<file path="src/rtl/spht_pkg.sv">
// spht_pkg: types, codes and constants shared by the stop plate hit timer.
// Used by spht_ctrl, spht_dp, stop_plate_hit_timer and spht_checker.
package spht_pkg;

	localparam int LOG_DEPTH = 128;
	localparam int LOG_AW    = $clog2(LOG_DEPTH);
	localparam int CURSOR_W  = $clog2(LOG_DEPTH + 1);
	localparam int TIME_BITS = 32;

	// split = diff / 10 by reciprocal multiply, exact for any 32-bit diff
	localparam logic [31:0] DIV_RECIP = 32'hCCCC_CCCD;
	localparam int          DIV_SHIFT = 35;
	localparam int          PROD_W    = 64;
	localparam int          SPLIT_W   = PROD_W - DIV_SHIFT;

	localparam int          SHOWN_W   = 26;
	localparam logic [SHOWN_W-1:0] SHOWN_MAX = '1;

	localparam logic [5:0] STEP_RST      = 6'd5;
	localparam logic [7:0] SENS_MAX_RST  = 8'd200;
	localparam logic [7:0] THR_START_RST = 8'd100;

	// configuration register indexes
	localparam logic [1:0] CFG_STEP      = 2'd0;
	localparam logic [1:0] CFG_SENS_MAX  = 2'd1;
	localparam logic [1:0] CFG_THR_START = 2'd2;

	// button codes, in scan priority order
	localparam logic [2:0] KEY_START = 3'd0;
	localparam logic [2:0] KEY_STOP  = 3'd1;
	localparam logic [2:0] KEY_FWD   = 3'd2;
	localparam logic [2:0] KEY_BACK  = 3'd3;
	localparam logic [2:0] KEY_MORE  = 3'd4;
	localparam logic [2:0] KEY_LESS  = 3'd5;
	localparam logic [2:0] KEY_NONE  = 3'd6;

	localparam logic [2:0] SCR_NONE   = 3'd0;
	localparam logic [2:0] SCR_READY  = 3'd1;
	localparam logic [2:0] SCR_RECORD = 3'd2;
	localparam logic [2:0] SCR_REVIEW = 3'd3;
	localparam logic [2:0] SCR_SENSE  = 3'd4;

	localparam logic [1:0] LED_ORANGE = 2'd0;
	localparam logic [1:0] LED_WHITE  = 2'd1;
	localparam logic [1:0] LED_BLUE   = 2'd2;
	localparam logic [1:0] LED_GREEN  = 2'd3;

	localparam logic [1:0] RUN_IDLE   = 2'd0;
	localparam logic [1:0] RUN_TIMING = 2'd1;
	localparam logic [1:0] RUN_REVIEW = 2'd2;

	typedef enum logic [1:0] {
		SRC_ZERO  = 2'd0,
		SRC_SPLIT = 2'd1,
		SRC_READ  = 2'd2
	} shown_src_t;

	typedef struct packed {
		logic eval;   // decide on the accepted word, update state
		logic mul;    // run the divide-by-ten multiply
		logic rd;     // read the log at the cursor
		logic load;   // load the result word (and log a hit)
	} spht_cmd_t;

	typedef struct packed {
		logic need_hit;
		logic need_read;
	} spht_sts_t;

endpackage

</file>
<file path="src/rtl/spht_ctrl.sv">
// spht_ctrl: sequencer for one poll word at a time and the result valid flag.
// Depends on spht_pkg; drives spht_dp through spht_cmd_t.
module spht_ctrl (
	input  logic                clk,
	input  logic                arst_n,
	input  logic                in_valid,
	output logic                in_stall,
	output logic                out_valid,
	input  logic                out_stall,
	input  spht_pkg::spht_sts_t sts,
	output spht_pkg::spht_cmd_t cmd
);

	typedef enum logic [3:0] {
		CS_WAIT = 4'b0001,
		CS_MUL  = 4'b0010,
		CS_RD   = 4'b0100,
		CS_LOAD = 4'b1000
	} ctrl_state_t;

	ctrl_state_t state_q, state_nxt;
	logic        out_valid_q;
	logic        slot_free;
	logic        accept;

	assign accept    = in_valid && (state_q == CS_WAIT);
	assign slot_free = !out_valid_q || !out_stall;

	always_comb begin
		state_nxt = state_q;
		cmd       = '0;
		case (state_q)
			CS_WAIT: begin
				if (accept) begin
					cmd.eval = 1'b1;
					if (sts.need_hit)
						state_nxt = CS_MUL;
					else if (sts.need_read)
						state_nxt = CS_RD;
					else
						state_nxt = CS_LOAD;
				end
			end
			CS_MUL: begin
				cmd.mul   = 1'b1;
				state_nxt = CS_LOAD;
			end
			CS_RD: begin
				cmd.rd    = 1'b1;
				state_nxt = CS_LOAD;
			end
			CS_LOAD: begin
				if (slot_free) begin
					cmd.load  = 1'b1;
					state_nxt = CS_WAIT;
				end
			end
			default: state_nxt = CS_WAIT;
		endcase
	end

	always_ff @(posedge clk or negedge arst_n) begin
		if (!arst_n) begin
			state_q     <= CS_WAIT;
			out_valid_q <= 1'b0;
		end else begin
			state_q <= state_nxt;
			if (cmd.load)
				out_valid_q <= 1'b1;
			else if (!out_stall)
				out_valid_q <= 1'b0;
		end
	end

	assign in_stall  = (state_q != CS_WAIT);
	assign out_valid = out_valid_q;

endmodule

</file>
<file path="config.mk">
export PLATFORM = sky130hd
export DESIGN_NAME = spht_ctrl
export DESIGN_NICKNAME = d
export VERILOG_FILES = /design/src/rtl/spht_pkg.sv /design/src/rtl/spht_ctrl.sv
export SDC_FILE = /design/constraint.sdc
export NUM_CORES = 1
export LEC_CHECK = 0
export BUFFER_PORTS_ARGS = -buffer_cell sky130_fd_sc_hd__buf_2
export CAP_MARGIN = 0
export CORE_AREA = 3 3 40 42
export CTS_CLUSTER_SIZE = 30
export DETAILED_ROUTE_END_ITERATION = 16
export DIE_AREA = 0 0 43 45
export PLACE_DENSITY = 0.42
export SLEW_MARGIN = 20
export SYNTH_ARGS = -nofsm -noshare
export SYNTH_HDL_FRONTEND = slang
export SYNTH_SLANG_ARGS = --single-unit
</file>
<file path="constraint.sdc">
create_clock -name clk -period 1.7 [get_ports clk]
set_input_delay 0.34 -clock clk [delete_from_list [all_inputs] [get_ports clk]]
set_output_delay 0.34 -clock clk [all_outputs]
set_load 0.1 [all_outputs]
</file>
# Yosys cells after proc, flatten, opt, wreduce, memory -nomap -nowiden
# Cells that the tools add are included.
# totals
reg_bits	5
inputBits	6
output_inout_bits	6
elab_cells	29
# classes
n_eq_ne	8
mux	13
reduce_logical	6
# ops
op	count
$mux 4	4
$pmux 4 s3	1
$mux 1	8
$eq 4x1->1 const B	1
$eq 4x2->1 const B	1
$eq 4x3->1 const B	1
$eq 4x4->1 const B	1
$ne 2x2->1 const B	2
$ne 4x1->1 const B	1
$logic_not 1->1	2
$ne 2x1->1 const B	1
$reduce_and 2->1	1
$reduce_or 2->1	1
$logic_and 1x1->1	1
$logic_or 1x1->1	1

# Logic depth before layout (Yosys ltp)
# Gate-level depths: netlist of the first run.
# logic_depth
ltp_word	5
ltp_mapped	4
depth_no_buf	4

# Least setup slack after synthesis of the first run
# No wires, ideal clock.
# synth_path
path_kind	register -> output
startpoint	register state_q[1]
endpoint	output cmd[2] (netlist name)
arrival_ns	3.365
t_required_ns	1.360
slack_ns	-2.005
stages_incl_launch_ff	3
n_path_buf	0
cell_sequence	dfrtp_1 > inv_1 > nor4_1
# synth_rtl
element	line	text
start: declaration	spht_ctrl.sv:21	ctrl_state_t state_q, state_nxt;
start signal: assignment	spht_ctrl.sv:67	state_q <= state_nxt;
end: declaration	spht_ctrl.sv:11	output spht_pkg::spht_cmd_t cmd

==> out/results.ini, run 1 <==
[outcome]
status=finished, violations left
violations=negative setup slack

[route]
vias=276
drt_first_pass_iters=2
drc=0
wl_um=717
drtIter0Drc=1
antenna_left=0
vias_per_cell=4.52
wl_per_cell_um=11.8

[power_and_ir_drop]
p_switching_mw=0.537
p_leak_nw=0.242
p_sw_frac=0.524
p_clk_frac=0.134
irDropWorstVdd_v=0.000911
internal_power_mw=0.487
power.total_mw=1.02
combinationalPowerShare=0.675
p_per_area_nw_per_um2=1870
seq_power_share=0.191

[worst_setup_path]
r2r_cells=5
cpPeakStageDelay_ns=0.54
crit_fanout=3
crit_slowest_cell=or4b_4
path_cells=or4b_4 -> a21oi_4 -> buf_12
required_ns=1.36
critPathArrivalTime_ns=1.54
path_class=flip-flop to output port
critPathLaunchType=flip-flop
endpoint_kind=output port

[sta]
setup_slack_ns=-0.182
hold_violations=0
tightest_slew_ns=0.486
period_needed_ns=1.88
rsz0062_at_grt=yes
fmax_ghz=0.531
fin_setup_tns_ns=-0.414
final_max_slew_viol_count=0
skew_ns=0.00605
fin_crit_sh=1.11
holdWs_ns=0.371
setup_violations=3
relSlewSlack=0.678

[floorplan]
coreArea_sq_um=1280
num_rows=13
io_pins=12
die_h_um=45
die_w_um=43
die_area_sq_um=1940
initial_utilization=0.207

[cells_and_area]
fin_area_sq_um=548
area_delta_synth_final_pct=106
n_antenna_cell=0
layoutNonFillerInstCount=61
final_util=0.426
drive_gt1_frac=0.761
nets=53

[synthesis]
async_flop_share=1.00
syn_nets=30
ys_top_cells_by_area=dfrtp_1 38%, dfstp_2 9.9%, a311oi_2 5.6%
netlist_instances=24
synth_area_per_cell_sq_um=11.1
ys_seq_area_frac=0.474
synthTopCellsByCount=4 x dfrtp_1, 2 x inv_1, 2 x nand2_1
ys.flop_type=dfrtp_1
synth_edf_count=0
synth_top_area_cell=dfrtp_1
synth_top_cell_area_share=0.376
synth.most_common_cell=dfrtp_1
ys_types=19
yosys_warnings=0
syn_area_sq_um=267
synth-seq-cells=5

[place]
dp.cells=55
gp_congestion=0.686
placed_cell_area_sq_um=485
place_ws_ns=0.0216
io_buffer_count=11

[flow_run]
maxCapViolations=0

[clock_tree]
clk_pin_slew_ns=0.05
cts_tree=built
cts.sinks=5
htreeDepth=1
clockBufferDepth=2
cts-root-buf=clkbuf_4
clock_latency_ns=0.24
numCtsBuffers=3

[hold_path]
min_path_type=input pin to flip-flop
hold-path-cell-count=2

[global_routing]
grt_max_degree=6
overflow=0
grt_pass1_wl_um=1100
antenna_found_initial=0
grt_pass1_vias=291
track_usage=0.0846

-- placed cells by master (no fill, tap or decap), types with 2 or more instances in the layout --
master / instances
dfrtp_2: 2
clkbuf_4: 3
buf_4: 4
buf_6: 3
nand2_1: 2
buf_12: 4
dfrtp_1: 2
buf_2: 6
-- flip-flops by register name, indices dropped and copies added (netlist names) --
| register | count |
|---|---|
| state_q | 4 |
| out_valid | 1 |
-- final timing paths --
path / start / end / slack, ns
setup / recovery: state_q[1] / cmd[0] / -0.18
hold / removal: sts[0] / state_q[2] / 0.37
setup reg to reg: state_q[0] / state_q[3] / 0.28
hold reg to reg: out_valid / out_valid / 0.58
max in group asynchronous: arst_n / state_q[0] / 1.05
min in group asynchronous: arst_n / state_q[2] / 0.44
-- layout make-up --
class,instances,area [sq um]
clock inverters,1,5.00
flip-flops and latches,5,129
repair buffers,18,184
fillers,128,737
clock buffers,3,22.5
inverters,2,7.51
multi-input cells,17,181
well taps,15,18.8
-- per-layer routing --
layer	up-vias	track usage	wire, um
met5	-	0	0
met4	0	0.0723	0
met3	0	0.0558	55
met2	11	0.135	414
met1	131	0.0735	247
li1	134	-	-
-- critical path: cells and delay by family, from the launching register on --
kind / cells / cell delay, ns
AND/OR/NAND/NOR: 1 / 0.54
flip-flops: 1 / 0.41
buffers and inverters: 1 / 0.19
AO/OA/AOI/OAI: 1 / 0.16
-- logic make-up (layout without fill, tap and decap cells) --
group                  count (synthesis)  after routing  synth area share
buffers and inverters                  2             24            0.0282
flip-flops                             5              5             0.474
AO/OA/AOI/OAI                          4              4             0.136
AND/OR/NAND/NOR                       13             13             0.362
-- power groups by stage --
stage	Sequential, mW	Combinational (mW)	Clock [mW]
3_3_place_gp	0.194	0.652	0
5_1_grt	0.199	0.718	0.154
2_1_floorplan	0.273	0.375	0
4_1_cts	0.194	0.680	0.144
3_5_place_dp	0.194	0.662	0
6_report	0.196	0.691	0.137
-- what timing repair did --
| action | 4_1_cts | 5_1_grt |
|---|---|---|
| resized for setup | 2 | 3 |
| endpoints found under the hold margin | 4 | 0 |
| buffers inserted | 0 | 1 |
| hold buffers | 1 | 0 |
| endpoints found under the setup margin | 4 | 5 |
| pin swaps | 1 | 1 |
| cloned | 0 | 0 |
Power figures use the tool's default switching activity.
==> inputs of run 2 (changes only) <==
CORE_AREA = 2 2 39 41   (was 3 3 40 42)
DIE_AREA = 0 0 41 43   (was 0 0 43 45)
SKIP_LAST_GASP = 1   (was not set)
==> out/results.ini, run 2 (synthesis results as in run 1) <==
[route]
drc=0
wl_per_cell_um=10.0
vias=265
antenna_left=0
drt_first_pass_iters=1
drtIter0Drc=0
vias_per_cell=4.27
wl_um=623

[sta]
fin_crit_sh=1.09
rsz0062_at_grt=yes
fmax_ghz=0.539
skew_ns=0.00194
period_needed_ns=1.86
relSlewSlack=0.679
fin_setup_tns_ns=-0.312
hold_violations=0
tightest_slew_ns=0.485
setup_violations=4
setup_slack_ns=-0.157
final_max_slew_viol_count=0

[cells_and_area]
area_delta_synth_final_pct=103
multi_input_area_sq_um=181
regArea_sq_um=129
largest_reg_flops=4
nets=53
fillCellCount=142
n_antenna_cell=0
layout_common_cells=6 x buf_2, 6 x buf_4, 4 x buf_12
drive_gt1_frac=0.739
top_register=state_q

[global_routing]
overflow=0
track_usage=0.0992
grt_max_degree=7
grt_pass1_vias=285
antenna_found_initial=0
grt_pass1_wl_um=1160

[outcome]
violations=negative setup slack
status=finished, violations left

[floorplan]
die_h_um=43
coreArea_sq_um=1380
die_area_sq_um=1760
num_rows=14
initial_utilization=0.193
die_w_um=41
io_pins=12

[power_and_ir_drop]
p_per_area_nw_per_um2=1850
p_leak_nw=0.240
power.total_mw=0.998
irDropWorstVdd_v=0.00102

[worst_setup_path]
path_class=flip-flop to output port
endpoint_kind=output port
required_ns=1.36
critPathArrivalTime_ns=1.52
critPathLaunchType=flip-flop
crit_fanout=3

[clock_tree]
clock_latency_ns=0.23
cts_tree=built
numCtsBuffers=3
clockBufferDepth=2
clk_pin_slew_ns=0.04
cts-root-buf=clkbuf_4
cts.sinks=5
htreeDepth=1

[flow_run]
maxCapViolations=0

[hold_path]
min_path_type=input pin to flip-flop

[place]
dp.final_hpwl_um=530
io_buffer_count=11
gp_congestion=0.660

==> run 2: power breakdown <==
group / total [mW] / leakage [nW] / switching, mW / internal [mW]
clock network: 0.128 / 0.0150 / 0.0403 / 0.0882
logic: 0.672 / 0.163 / 0.444 / 0.228
registers: 0.198 / 0.0619 / 0.0336 / 0.164
==> run 2: area by class of cell <==
type,count,share of cell area
Clock buffer,4,0.0486
Inverter,2,0.0139
Sequential cell,5,0.238
Multi-Input combinational cell,17,0.336
Tap cell,16,0.0370
Timing Repair Buffer,18,0.326
==> run 2: final timing paths <==
check | start | endpoint | slack, ns | cells after the start
min in group asynchronous | arst_n | out_valid | 0.45 | 2
worst max register to register | state_q[2] | state_q[3] | 0.24 | 5
worst min-delay path | out_stall | out_valid | 0.37 | 3
worst min register to register | out_valid | out_valid | 0.56 | 2
worst max-delay path | state_q[1] | cmd[0] | -0.16 | 3
max in group asynchronous | arst_n | state_q[0] | 1.04 | 2
==> run 2: timing repair <==
action | 4_1_cts | 5_1_grt
endpoints found under the hold margin | 4 | 0
pin swaps | 0 | 1
buffers inserted | 0 | 2
setup endpoints to repair | 3 | 4
hold buffers | 1 | 0
resized for setup | 2 | 1
==> run 2: per-layer routing <==
layer,track usage,vias to the layer above,share of wire
li1,-,135,-
met1,0.109,122,0.38
met2,0.156,8,0.57
met3,0.0314,0,0.051
met4,0.0600,0,0
met5,0,-,0
==> run 2: metrics by stage <==
step / hold WS (ns) / cells / util / area [sq um] / setup slack, ns
2_1_floorplan: 0.0444 / 24 / - / 314 / -0.212
3_3_place_gp: 0.151 / 55 / 0.346 / 479 / 0.0549
3_5_place_dp: 0.155 / 55 / 0.346 / 479 / 0.0320
4_1_cts: 0.369 / 60 / 0.377 / 522 / -0.172
5_1_grt: 0.393 / 62 / 0.391 / 541 / -0.202
6_report: 0.375 / 62 / 0.391 / 541 / -0.157
==> run 2: worst max-delay path, stage by stage (launching register included) <==
cell,delay [ns]
dfrtp_2,0.41
or4b_4,0.54
a21oi_4,0.15
buf_12,0.18
